`config.mk`:
```
export PLATFORM = sky130hd
export DESIGN_NAME = play_string_tune_parser
export DESIGN_NICKNAME = d
export VERILOG_FILES = /design/src/hw/rtl/pstp_pkg.sv /design/src/hw/rtl/play_string_tune_parser.sv /design/src/hw/rtl/pstp_front.sv /design/src/hw/rtl/pstp_div.sv /design/src/hw/rtl/pstp_back.sv /design/src/hw/rtl/pstp_resq.sv
export SDC_FILE = /design/constraint.sdc
export NUM_CORES = 1
export LEC_CHECK = 0
export ABC_AREA = 0
export BUFFER_PORTS_ARGS = -buffer_cell sky130_fd_sc_hd__buf_2
export CORE_UTILIZATION = 53
export CTS_CLUSTER_SIZE = 14
export DETAILED_ROUTE_END_ITERATION = 12
export GPL_ROUTABILITY_DRIVEN = 0
export GPL_TIMING_DRIVEN = 0
export PLACE_DENSITY = 0.79
export SLEW_MARGIN = 20
export SYNTH_ARGS = -nofsm -noshare
export SYNTH_HDL_FRONTEND = slang
export SYNTH_SLANG_ARGS = --single-unit
```
`constraint.sdc`:
```
create_clock -name clk -period 9.6 [get_ports clk]
set_clock_uncertainty 0.2 [all_clocks]
set_input_delay 0.48 -clock clk [delete_from_list [all_inputs] [get_ports clk]]
set_output_delay 0.48 -clock clk [all_outputs]
set_load 0.02 [all_outputs]
```
`src/hw/rtl/pstp_pkg.sv`:
```
// ----------------------------------------------------------------------------
// pstp_pkg
// Types and constants shared by the tune parser modules.
// ----------------------------------------------------------------------------
`default_nettype none

package pstp_pkg;

  localparam int DIVIDEND_W = 28;
  localparam int DIVISOR_W  = 16;

  localparam logic [DIVIDEND_W-1:0] WHOLE_DIVIDEND = 28'd240000000;
  localparam logic [23:0]           WHOLE_AT_RESET = 24'd2000000;
  localparam logic [15:0]           LEN_AT_RESET   = 16'd4;
  localparam logic [2:0]            OCT_AT_RESET   = 3'd4;
  localparam logic [6:0]            TOP_NOTE       = 7'd84;
  localparam logic [15:0]           TEMPO_MIN      = 16'd32;
  localparam logic [15:0]           TEMPO_MAX      = 16'd255;
  localparam logic [15:0]           NUM_MAX        = 16'hFFFF;

  localparam logic [1:0] KIND_NOTE = 2'd0;
  localparam logic [1:0] KIND_REST = 2'd1;
  localparam logic [1:0] KIND_END  = 2'd2;
  localparam logic [1:0] KIND_ERR  = 2'd3;

  localparam logic [1:0] ART_NORMAL   = 2'd0;
  localparam logic [1:0] ART_LEGATO   = 2'd1;
  localparam logic [1:0] ART_STACCATO = 2'd2;

  typedef enum logic [3:0] {
    PH_IDLE, PH_MODE, PH_LEN, PH_OCT, PH_TEMPO, PH_NNUM, PH_PNUM,
    PH_ACC, PH_SHORT, PH_NDOTS, PH_RDOTS
  } phase_t;

  typedef enum logic [1:0] {ST_WAIT, ST_PARSE, ST_DIV, ST_FLUSH} back_state_t;

  typedef enum logic [1:0] {DT_WHOLE, DT_NOTE, DT_REST} div_target_t;

  typedef struct packed {
    logic       action;
    logic [7:0] ch;
  } cmd_t;

  typedef struct packed {
    logic [1:0]  kind;
    logic [6:0]  note_number;
    logic [23:0] play_us;
    logic [23:0] gap_us;
    logic        restart;
    logic        last;
  } result_t;

  function automatic logic [3:0] semitone(input logic [2:0] idx);
    logic [3:0] s;
    unique case (idx)
      3'd0: s = 4'd9;
      3'd1: s = 4'd11;
      3'd2: s = 4'd0;
      3'd3: s = 4'd2;
      3'd4: s = 4'd4;
      3'd5: s = 4'd5;
      3'd6: s = 4'd7;
      default: s = 4'd0;
    endcase
    return s;
  endfunction

endpackage

`default_nettype wire

```
`src/hw/rtl/play_string_tune_parser.sv`:
```
// ----------------------------------------------------------------------------
// play_string_tune_parser
// Parser for tunes in the PLAY music language, one character per transaction.
// ----------------------------------------------------------------------------
// Characters enter a two-entry queue and are taken by the parser one at a
// time. A character that completes a note or rest length, or sets a tempo,
// also runs the shared radix-2 divider before the parser takes the next one.
// Results collect in a four-entry queue, and the parser takes a new
// character only while two entries are free, so the result side may stall
// without holding up the input until the queue fills. Whitespace is dropped
// at the input and costs no parser time.
`default_nettype none

module play_string_tune_parser #(
  parameter int DURATION_BITS = 24,
  parameter int MAX_OCTAVE    = 6
) (
  input  wire logic        clk,
  input  wire logic        rst,
  input  wire logic        push,
  output logic             full,
  input  wire logic        action,
  input  wire logic [7:0]  ch,
  output logic             empty,
  input  wire logic        pop,
  output logic [1:0]       kind,
  output logic [6:0]       note_number,
  output logic [23:0]      play_us,
  output logic [23:0]      gap_us,
  output logic             restart,
  output logic             last
);
  import pstp_pkg::*;

  logic    q_valid;
  cmd_t    q_item;
  logic    q_pop;
  logic    res_room;
  logic    res_push;
  result_t res_item;
  result_t head;

  pstp_front u_front (
    .clk     (clk),
    .rst     (rst),
    .push    (push),
    .full    (full),
    .action  (action),
    .ch      (ch),
    .q_valid (q_valid),
    .q_item  (q_item),
    .q_pop   (q_pop)
  );

  pstp_back #(
    .DURATION_BITS (DURATION_BITS),
    .MAX_OCTAVE    (MAX_OCTAVE)
  ) u_back (
    .clk      (clk),
    .rst      (rst),
    .q_valid  (q_valid),
    .q_item   (q_item),
    .q_pop    (q_pop),
    .res_room (res_room),
    .res_push (res_push),
    .res_item (res_item)
  );

  pstp_resq u_resq (
    .clk     (clk),
    .rst     (rst),
    .wr_en   (res_push),
    .wr_item (res_item),
    .room    (res_room),
    .empty   (empty),
    .pop     (pop),
    .head    (head)
  );

  assign kind        = head.kind;
  assign note_number = head.note_number;
  assign play_us     = head.play_us;
  assign gap_us      = head.gap_us;
  assign restart     = head.restart;
  assign last        = head.last;

endmodule

`default_nettype wire

```
`src/hw/rtl/pstp_front.sv`:
```
// ----------------------------------------------------------------------------
// pstp_front
// Takes input transactions, drops whitespace, folds lower case letters and
// holds the characters in a two-entry queue for the parser.
// ----------------------------------------------------------------------------
`default_nettype none

module pstp_front (
  input  wire logic          clk,
  input  wire logic          rst,
  input  wire logic          push,
  output logic               full,
  input  wire logic          action,
  input  wire logic [7:0]    ch,
  output logic               q_valid,
  output pstp_pkg::cmd_t     q_item,
  input  wire logic          q_pop
);
  import pstp_pkg::*;

  cmd_t       mem [2];
  logic       wr_ptr;
  logic       rd_ptr;
  logic [1:0] count;
  logic       is_space;
  logic       enq;
  cmd_t       item_in;

  assign full     = (count == 2'd2);
  assign is_space = (ch == 8'd32) || (ch >= 8'd9 && ch <= 8'd13);
  assign enq      = push && !full && !(action && is_space);

  always_comb begin
    item_in.action = action;
    item_in.ch     = ch;
    if (ch >= 8'h61 && ch <= 8'h7A) begin
      item_in.ch = ch - 8'd32;
    end
  end

  assign q_valid = (count != 2'd0);
  assign q_item  = mem[rd_ptr];

  always_ff @(posedge clk) begin
    if (enq) begin
      mem[wr_ptr] <= item_in;
    end
  end

  always_ff @(posedge clk) begin
    if (rst) begin
      wr_ptr <= 1'b0;
      rd_ptr <= 1'b0;
      count  <= 2'd0;
    end else begin
      if (enq) begin
        wr_ptr <= !wr_ptr;
      end
      if (q_pop) begin
        rd_ptr <= !rd_ptr;
      end
      count <= count + 2'(enq) - 2'(q_pop);
    end
  end

endmodule

`default_nettype wire

```
`src/hw/rtl/pstp_div.sv`:
```
// ----------------------------------------------------------------------------
// pstp_div
// Restoring radix-2 divider, one quotient bit per cycle.
// ----------------------------------------------------------------------------
`default_nettype none

module pstp_div (
  input  wire logic                              clk,
  input  wire logic                              rst,
  input  wire logic                              start,
  input  wire logic [pstp_pkg::DIVIDEND_W-1:0]   dividend,
  input  wire logic [pstp_pkg::DIVISOR_W-1:0]    divisor,
  output logic                                   done,
  output logic [pstp_pkg::DIVIDEND_W-1:0]        quotient
);
  import pstp_pkg::*;

  logic                    busy;
  logic [4:0]              cnt;
  logic [DIVISOR_W-1:0]    rem;
  logic [DIVISOR_W-1:0]    dvs;
  logic [DIVISOR_W:0]      trial;
  logic                    ge;

  assign trial = {rem, quotient[DIVIDEND_W-1]};
  assign ge    = (trial >= {1'b0, dvs});

  always_ff @(posedge clk) begin
    if (start) begin
      quotient <= dividend;
      rem      <= '0;
      dvs      <= divisor;
    end else if (busy) begin
      rem      <= ge ? DIVISOR_W'(trial - {1'b0, dvs}) : trial[DIVISOR_W-1:0];
      quotient <= {quotient[DIVIDEND_W-2:0], ge};
    end
  end

  always_ff @(posedge clk) begin
    if (rst) begin
      busy <= 1'b0;
      cnt  <= '0;
      done <= 1'b0;
    end else begin
      done <= 1'b0;
      if (start) begin
        busy <= 1'b1;
        cnt  <= '0;
      end else if (busy) begin
        cnt <= cnt + 5'd1;
        if (cnt == 5'(DIVIDEND_W - 1)) begin
          busy <= 1'b0;
          done <= 1'b1;
        end
      end
    end
  end

endmodule

`default_nettype wire

```
`src/hw/rtl/pstp_back.sv`:
```
// ----------------------------------------------------------------------------
// pstp_back
// Parser proper: keeps the player settings and the partly parsed command,
// runs durations through the divider and produces result transactions.
// ----------------------------------------------------------------------------
`default_nettype none

module pstp_back #(
  parameter int DURATION_BITS = 24,
  parameter int MAX_OCTAVE    = 6
) (
  input  wire logic             clk,
  input  wire logic             rst,
  input  wire logic             q_valid,
  input  wire pstp_pkg::cmd_t   q_item,
  output logic                  q_pop,
  input  wire logic             res_room,
  output logic                  res_push,
  output pstp_pkg::result_t     res_item
);
  import pstp_pkg::*;

  localparam logic [2:0]  OCT_TOP = 3'(MAX_OCTAVE);
  localparam logic [32:0] DUR_LIM = (33'd1 << DURATION_BITS) - 33'd1;

  back_state_t state, state_next;
  div_target_t dtarget, dtarget_next;
  phase_t      phase, phase_next;

  logic [23:0] whole, whole_next;
  logic [15:0] deflen, deflen_next;
  logic [2:0]  oct, oct_next;
  logic [1:0]  art, art_next;
  logic        rep, rep_next;
  logic        active, active_next;
  logic [15:0] acc, acc_next;
  logic [6:0]  pnote, pnote_next;
  logic [23:0] period, period_next;
  logic [23:0] ext, ext_next;
  logic [23:0] gap, gap_next;
  logic [7:0]  c, c_next;
  result_t     held, held_next;
  logic        held_v, held_v_next;

  logic        start_player;
  logic        fin;
  logic        put;
  result_t     put_res;
  logic        div_start;
  logic [DIVIDEND_W-1:0] div_dividend;
  logic [DIVISOR_W-1:0]  div_divisor;
  logic        div_done;
  logic [DIVIDEND_W-1:0] div_q;

  logic        digit;
  logic [19:0] acc_mul;
  logic [15:0] acc_sat;
  logic [6:0]  letter_note;
  logic [32:0] dot_sum;
  logic [32:0] dot_sat;
  logic [23:0] q24;
  logic [23:0] note_gap;

  pstp_div u_div (
    .clk      (clk),
    .rst      (rst),
    .start    (div_start),
    .dividend (div_dividend),
    .divisor  (div_divisor),
    .done     (div_done),
    .quotient (div_q)
  );

  assign digit   = (c >= 8'h30) && (c <= 8'h39);
  assign acc_mul = ({4'b0, acc} << 3) + ({4'b0, acc} << 1) + 20'(c[3:0]);
  assign acc_sat = (acc_mul > 20'(NUM_MAX)) ? NUM_MAX : acc_mul[15:0];
  assign letter_note = 7'(semitone(c[2:0] - 3'd1)) + 7'({oct, 3'b0}) + 7'({oct, 2'b0})
                       + 7'd1;
  assign dot_sum  = 33'(period) + 33'(ext);
  assign dot_sat  = (dot_sum > DUR_LIM) ? DUR_LIM : dot_sum;
  assign q24      = div_q[23:0];
  assign note_gap = (art == ART_NORMAL) ? (q24 >> 3) :
                    (art == ART_STACCATO) ? (q24 >> 2) : 24'd0;

  always_comb begin
    state_next = state;
    unique case (state)
      ST_WAIT: begin
        if (q_valid && res_room && q_item.action && active) begin
          state_next = ST_PARSE;
        end
      end
      ST_PARSE: begin
        if (div_start) begin
          state_next = ST_DIV;
        end else if (fin) begin
          state_next = held_v_next ? ST_FLUSH : ST_WAIT;
        end
      end
      ST_DIV: begin
        if (div_done) begin
          state_next = ST_PARSE;
        end
      end
      ST_FLUSH: state_next = ST_WAIT;
      default:  state_next = ST_WAIT;
    endcase
  end

  always_comb begin
    dtarget_next = dtarget;
    phase_next   = phase;
    whole_next   = whole;
    deflen_next  = deflen;
    oct_next     = oct;
    art_next     = art;
    rep_next     = rep;
    active_next  = active;
    acc_next     = acc;
    pnote_next   = pnote;
    period_next  = period;
    ext_next     = ext;
    gap_next     = gap;
    c_next       = c;
    held_next    = held;
    held_v_next  = held_v;
    start_player = 1'b0;
    fin          = 1'b0;
    put          = 1'b0;
    put_res      = '0;
    div_start    = 1'b0;
    div_dividend = {4'b0, whole};
    div_divisor  = deflen;
    q_pop        = 1'b0;
    res_push     = 1'b0;
    res_item     = held;

    unique case (state)
      ST_WAIT: begin
        if (q_valid && res_room) begin
          q_pop  = 1'b1;
          c_next = q_item.ch;
          if (!q_item.action) begin
            start_player = 1'b1;
            active_next  = 1'b1;
          end
        end
      end
      ST_DIV: begin
        if (div_done) begin
          unique case (dtarget)
            DT_WHOLE: whole_next = q24;
            DT_NOTE: begin
              gap_next    = note_gap;
              period_next = q24 - note_gap;
              ext_next    = (q24 - note_gap) >> 1;
            end
            default: begin
              gap_next    = 24'd0;
              period_next = q24;
              ext_next    = q24 >> 1;
            end
          endcase
        end
      end
      ST_FLUSH: begin
        res_push      = 1'b1;
        res_item.last = 1'b1;
        held_v_next   = 1'b0;
      end
      ST_PARSE: begin
        put_res.kind = KIND_ERR;
        unique case (phase)
          PH_MODE: begin
            phase_next = PH_IDLE;
            fin        = 1'b1;
            if (c == "N") art_next = ART_NORMAL;
            else if (c == "L") art_next = ART_LEGATO;
            else if (c == "S") art_next = ART_STACCATO;
            else if (c == "F") rep_next = 1'b0;
            else if (c == "B") rep_next = 1'b1;
            else put = 1'b1;
          end
          PH_LEN: begin
            if (digit) begin
              acc_next = acc_sat;
              fin      = 1'b1;
            end else if (acc == 16'd0) begin
              put = 1'b1;
              fin = 1'b1;
            end else begin
              deflen_next = acc;
              phase_next  = PH_IDLE;
            end
          end
          PH_OCT: begin
            if (digit) begin
              acc_next = acc_sat;
              fin      = 1'b1;
            end else begin
              oct_next   = (acc > 16'(OCT_TOP)) ? OCT_TOP : acc[2:0];
              phase_next = PH_IDLE;
            end
          end
          PH_TEMPO: begin
            if (digit) begin
              acc_next = acc_sat;
              fin      = 1'b1;
            end else if (acc < TEMPO_MIN || acc > TEMPO_MAX) begin
              put = 1'b1;
              fin = 1'b1;
            end else begin
              phase_next   = PH_IDLE;
              div_start    = 1'b1;
              dtarget_next = DT_WHOLE;
              div_dividend = WHOLE_DIVIDEND;
              div_divisor  = acc;
            end
          end
          PH_NNUM: begin
            if (digit) begin
              acc_next = acc_sat;
              fin      = 1'b1;
            end else if (acc > 16'(TOP_NOTE)) begin
              put = 1'b1;
              fin = 1'b1;
            end else begin
              div_start = 1'b1;
              if (acc == 16'd0) begin
                dtarget_next = DT_REST;
                phase_next   = PH_RDOTS;
              end else begin
                pnote_next   = acc[6:0];
                dtarget_next = DT_NOTE;
                phase_next   = PH_NDOTS;
              end
            end
          end
          PH_PNUM: begin
            if (digit) begin
              acc_next = acc_sat;
              fin      = 1'b1;
            end else begin
              div_start    = 1'b1;
              dtarget_next = DT_REST;
              phase_next   = PH_RDOTS;
              div_divisor  = (acc == 16'd0) ? 16'd1 : acc;
            end
          end
          PH_ACC: begin
            acc_next   = 16'd0;
            phase_next = PH_SHORT;
            if (c == "#" || c == "+") begin
              if (pnote < TOP_NOTE) pnote_next = pnote + 7'd1;
              fin = 1'b1;
            end else if (c == "-") begin
              if (pnote > 7'd1) pnote_next = pnote - 7'd1;
              fin = 1'b1;
            end
          end
          PH_SHORT: begin
            if (digit) begin
              acc_next = acc_sat;
              fin      = 1'b1;
            end else begin
              div_start    = 1'b1;
              dtarget_next = DT_NOTE;
              phase_next   = PH_NDOTS;
              div_divisor  = (acc == 16'd0) ? deflen : acc;
            end
          end
          PH_NDOTS, PH_RDOTS: begin
            if (c == ".") begin
              period_next = dot_sat[23:0];
              ext_next    = ext >> 1;
              fin         = 1'b1;
            end else begin
              put        = 1'b1;
              phase_next = PH_IDLE;
              if (phase == PH_NDOTS) begin
                put_res.kind        = KIND_NOTE;
                put_res.note_number = pnote;
                put_res.play_us     = period;
                put_res.gap_us      = gap;
              end else begin
                put_res.kind    = KIND_REST;
                put_res.play_us = period;
              end
            end
          end
          default: begin
            phase_next = PH_IDLE;
            acc_next   = 16'd0;
            fin        = 1'b1;
            if (c == 8'd0) begin
              put             = 1'b1;
              put_res.kind    = KIND_END;
              put_res.restart = rep;
              if (rep) start_player = 1'b1;
              else active_next = 1'b0;
            end else if (c == "L") phase_next = PH_LEN;
            else if (c == "O") phase_next = PH_OCT;
            else if (c == "T") phase_next = PH_TEMPO;
            else if (c == "N") phase_next = PH_NNUM;
            else if (c == "P") phase_next = PH_PNUM;
            else if (c == "M") phase_next = PH_MODE;
            else if (c == "<") begin
              if (oct != 3'd0) oct_next = oct - 3'd1;
            end else if (c == ">") begin
              if (oct < OCT_TOP) oct_next = oct + 3'd1;
            end else if (c >= "A" && c <= "G") begin
              pnote_next = (letter_note > TOP_NOTE) ? TOP_NOTE : letter_note;
              phase_next = PH_ACC;
            end else begin
              put = 1'b1;
            end
          end
        endcase
        if (put && put_res.kind == KIND_ERR) begin
          rep_next    = 1'b0;
          active_next = 1'b0;
          phase_next  = PH_IDLE;
        end
        if (put) begin
          if (held_v) begin
            res_push      = 1'b1;
            res_item.last = 1'b0;
          end
          held_next   = put_res;
          held_v_next = 1'b1;
        end
      end
      default: ;
    endcase

    if (start_player) begin
      whole_next  = WHOLE_AT_RESET;
      deflen_next = LEN_AT_RESET;
      oct_next    = OCT_AT_RESET;
      art_next    = ART_NORMAL;
      rep_next    = 1'b0;
      phase_next  = PH_IDLE;
      acc_next    = 16'd0;
      pnote_next  = 7'd0;
      period_next = 24'd0;
      ext_next    = 24'd0;
      gap_next    = 24'd0;
    end
  end

  always_ff @(posedge clk) begin
    c       <= c_next;
    held    <= held_next;
    dtarget <= dtarget_next;
  end

  always_ff @(posedge clk) begin
    if (rst) begin
      state  <= ST_WAIT;
      phase  <= PH_IDLE;
      whole  <= WHOLE_AT_RESET;
      deflen <= LEN_AT_RESET;
      oct    <= OCT_AT_RESET;
      art    <= ART_NORMAL;
      rep    <= 1'b0;
      active <= 1'b0;
      acc    <= 16'd0;
      pnote  <= 7'd0;
      period <= 24'd0;
      ext    <= 24'd0;
      gap    <= 24'd0;
      held_v <= 1'b0;
    end else begin
      state  <= state_next;
      phase  <= phase_next;
      whole  <= whole_next;
      deflen <= deflen_next;
      oct    <= oct_next;
      art    <= art_next;
      rep    <= rep_next;
      active <= active_next;
      acc    <= acc_next;
      pnote  <= pnote_next;
      period <= period_next;
      ext    <= ext_next;
      gap    <= gap_next;
      held_v <= held_v_next;
    end
  end

endmodule

`default_nettype wire

```
`src/hw/rtl/pstp_resq.sv`:
```
// ----------------------------------------------------------------------------
// pstp_resq
// Four-entry result queue between the parser and the result port.
// ----------------------------------------------------------------------------
`default_nettype none

module pstp_resq (
  input  wire logic                clk,
  input  wire logic                rst,
  input  wire logic                wr_en,
  input  wire pstp_pkg::result_t   wr_item,
  output logic                     room,
  output logic                     empty,
  input  wire logic                pop,
  output pstp_pkg::result_t        head
);
  import pstp_pkg::*;

  result_t    mem [4];
  logic [1:0] wr_ptr;
  logic [1:0] rd_ptr;
  logic [2:0] count;
  logic       rd_en;

  assign empty = (count == 3'd0);
  assign room  = (count <= 3'd2);
  assign rd_en = pop && !empty;
  assign head  = mem[rd_ptr];

  always_ff @(posedge clk) begin
    if (wr_en) begin
      mem[wr_ptr] <= wr_item;
    end
  end

  always_ff @(posedge clk) begin
    if (rst) begin
      wr_ptr <= 2'd0;
      rd_ptr <= 2'd0;
      count  <= 3'd0;
    end else begin
      if (wr_en) begin
        wr_ptr <= wr_ptr + 2'd1;
      end
      if (rd_en) begin
        rd_ptr <= rd_ptr + 2'd1;
      end
      count <= count + 3'(wr_en) - 3'(rd_en);
    end
  end

endmodule

`default_nettype wire

```
==> impl_summary.log <==
INFO  metric post_synthesis_sequential_area_ratio = 0.549
INFO  metric synthCells = 2311
INFO  metric max_stage_delay_on_crit_path = 0.85 ns
INFO  metric irDropWorstVdd = 143 uV
INFO  metric tightestPinTransition = 1.06 ns
INFO  metric final_cell_mix = 356 x sky130_fd_sc_hd__edfxtp_1, 227 x sky130_fd_sc_hd__nand2_1, 204 x sky130_fd_sc_hd__nor2_1
INFO  metric fp-row-count = 81
INFO  metric grt-ovfl-total = 0
INFO  metric die_area = 0.0502 sq mm
INFO  metric dp.final_hpwl = around 45 mm
INFO  metric start_to_end_type_of_the_worst_setup_path = reg2reg
INFO  metric cts.path.max_buffers = 3
INFO  metric worstPathBufferInverterCount = 3
INFO  metric cts_tree = done
INFO  metric unrepaired_setup_endpoints_after_global_routing = false
INFO  metric ys.warnings.count = 0
INFO  metric floorplan.core_area = 0.0487 sq mm
INFO  metric design.final.nets = 2584
INFO  metric setup_violations = 0
INFO  metric io-pin-count = 74
INFO  metric drv.max_cap_violation_count = 0
INFO  metric clk_transition_reported_paths = 0.07 ns
INFO  metric synth-main-ff-cell = sky130_fd_sc_hd__edfxtp_1
INFO  metric cts_sinks = 539
INFO  metric grt_usage = 0.257
INFO  metric timing.critical_path.arrival = 5.17 ns
INFO  metric fmax = roughly 200 MHz
INFO  metric synth_edf_count = 356
INFO  metric area_growth = 12.4%
INFO  metric place.port_buffers = 71
INFO  metric yosysUniqueCellTypes = 87
INFO  metric critical_path.startpoint_type = flip-flop
INFO  metric source_to_sink_clock_delay_at_the_later_pin_of_the_worst_skew_pair = 0.63 ns
INFO  metric number_of_buffers_inserted_during_clock_tree_synthesis = 52
INFO  metric post_cts_resized = 0
INFO  metric cellPowerDensity = 196 mW/mm^2
INFO  metric clock_root_buffer_master = sky130_fd_sc_hd__clkbuf_16
INFO  metric vias_per_cell = 6.18
INFO  metric slowest_stage = sky130_fd_sc_hd__a2111oi_0
INFO  metric antenna_found_initial = 4
INFO  metric post_cts_buffers = 0
INFO  metric ctsHoldBuffers = 7
INFO  metric chipWidth = 224 microns
INFO  metric remaining_drc_errors = 0
INFO  metric synth_async_sr_flop_share = 0
INFO  metric worst_hold_slack = 0.0602 ns
INFO  metric route.antenna.remaining_nets = 0
INFO  metric endpoint_kind = flip-flop
INFO  metric critPathMaxFanout = 10
INFO  metric hold_violations = 0
INFO  metric start_util = 0.536
INFO  metric route.vias.total = 19516
INFO  metric postSynthAreaPerCell = about 11 sq um
INFO  metric critPathRequiredTime = 9.87 ns
INFO  metric worst_hold_path_type = in2reg
INFO  metric slew_headroom = 0.293
INFO  metric critPathTopFamily = compound AO/OA/AOI/OAI gates
INFO  metric layout_cell_share_with_drive_strength_beyond_1 = 0.109
INFO  metric dr.pass1.iters = 7
INFO  metric routedWlPerCell = 20.5 microns
INFO  metric leakage = ~11 nW
INFO  metric critical_path_s_most_frequent_cell = sky130_fd_sc_hd__a21oi_1
INFO  metric power.total = about 5.8 mW
INFO  metric cell_area_after_synthesis = about 0.026 sq mm
INFO  metric synth-seq-cells = 539
INFO  metric cts.htree.levels = 2
INFO  metric path_cells = clkbuf_1 > buf_1 > mux2i_1 > nor2_1 > inv_1 > ha_1 > and2_1 > nand3_1 > a31oi_1 > a311o_1 > a21o_1 > a21oi_1 > nor3_1 > a2111oi_0 > a21oi_1
INFO  metric maxSlewViolCount = 0
INFO  metric grt_pass1_wl = 101 mm
INFO  metric leading_cell_type_in_the_layout_fill_and_taps_excluded = sky130_fd_sc_hd__edfxtp_1
INFO  metric grt_max_degree = 57
INFO  metric run_status = finished, final reports clean
INFO  metric chipHeight = 224 microns
INFO  metric crit_share_post_route = 0.510
INFO  metric tns = 0 ns
INFO  metric period_needed = 4.89 ns
INFO  metric total_wire_length_after_detailed_routing = 64.9 mm
INFO  metric final.fill_count = 3663
INFO  metric initialDrtViolationCount = approximately 2200
INFO  metric vias_in_the_first_global_route = 18776
[worst register-to-register path: cells and delay by family (launching register included)]
family	cells	cell delay, ns
AO/OA/AOI/OAI	6	1.97
buffers and inverters	3	0.98
AND/OR/NAND/NOR	4	0.78
adder cells (fa/ha/maj)	1	0.36
flip-flops	1	0.30
multiplexers	1	0.17
[logic make-up (layout without fill, tap and decap cells)]
family / after synthesis / after routing / synth area share
xor+xnor: 70 / 70 / 0.0235
fa+ha+maj: 122 / 122 / 0.0607
simple gates: 689 / 689 / 0.124
flops: 539 / 539 / 0.549
buf+inv: 191 / 372 / 0.0289
mux: 98 / 98 / 0.0652
other cells: 1 / 5 / 0.000143
compound gates: 601 / 601 / 0.149
[through the flow]
| step | worst slack (ns) | util | area (sq um) | std cells |
|---|---|---|---|---|
| finish | 4.71 | 0.602 | 29400 | 3160 |
| global route | 4.50 | 0.602 | 29400 | 3157 |
| CTS | 4.83 | 0.602 | 29400 | 3157 |
| detailed placement | 4.86 | 0.563 | 27500 | 3052 |
| global placement | 4.35 | 0.561 | 27300 | 3047 |
| floorplan | 5.58 | - | 26100 | 2312 |
[sequential cells by signal, indices dropped and copies added, names as in the netlist, 3 cells and up, named ones only]
name	count
u_resq.mem	228
u_back.res_item	56
u_back.u_div.quotient	28
u_back.period	24
u_back.whole	24
u_back.ext	23
u_back.gap	22
u_front.mem	18
u_back.acc	16
u_back.deflen	16
u_back.u_div.dvs	16
u_back.u_div.rem	16
u_back.c	8
u_back.pnote	7
u_back.u_div.cnt	5
u_back.phase	4
u_back.oct	3
u_resq.count	3
[worst paths after layout]
kind                                 startpoint                 to  slack, ns  depth (start not counted)
worst max-delay path              u_back.art[1]  u_back.period[17]       4.71                         15
worst min-delay path                        rst    u_back.state[1]       0.06                          3
worst max register to register    u_back.art[1]  u_back.period[17]       4.71                         15
worst min register to register  u_back.whole[5]    u_back.whole[5]       0.26                          2
[layer usage]
layer,wire (microns),GRT usage,vias up
met5,0,0,-
met1,26600,0.346,9438
met3,5610,0.0395,168
li1,-,-,8900
met2,30500,0.419,1010
met4,2180,0.0957,0
[layout make-up]
| cell class | count | area [sq um] | share of cell area |
|---|---|---|---|
| antenna | 3 | 7.51 | 0.000256 |
| buffer | 111 | 455 | 0.0155 |
| clock buffer | 76 | 1510 | 0.0515 |
| clock inverter | 22 | 308 | 0.0105 |
| inverter | 80 | 300 | 0.0102 |
| multi-input combinational | 1582 | 11100 | 0.377 |
| sequential | 539 | 14400 | 0.489 |
| tap | 664 | 831 | 0.0283 |
| timing repair buffer | 83 | 541 | 0.0184 |
[cell usage after synthesis, drive strengths merged (10+ instances only)]
master  instances  area share
a211oi         19      0.0056
a21o           30      0.0086
a21oi         158       0.030
a221o          15      0.0057
a22o           17      0.0057
a22oi          33      0.0095
a31oi          29      0.0075
and2           44       0.011
and3           34      0.0081
buf            29      0.0056
clkbuf         82       0.012
dfxtp         183        0.14
edfxtp        356        0.41
ha            114       0.055
inv            80       0.011
mux2i          33       0.013
mux4           57       0.049
nand2         228       0.033
nand2b         19      0.0045
nand3          38      0.0073
nand4          12      0.0031
nor2          204       0.029
nor2b          28      0.0067
nor3           36      0.0069
nor4           10      0.0038
o211ai         19      0.0055
o21a           22      0.0063
o21ai         163       0.032
o31ai          12      0.0036
or3            11      0.0026
xnor2          41       0.014
xor2           29      0.0097
[power breakdown]
group / internal (mW) / total (mW) / switching (mW)
registers: 2.55 / 2.61 / 0.0581
clock network: 1.24 / 2.14 / 0.899
logic: 0.394 / 1.02 / 0.628
No activity file was read; power rests on OpenSTA's default activity.
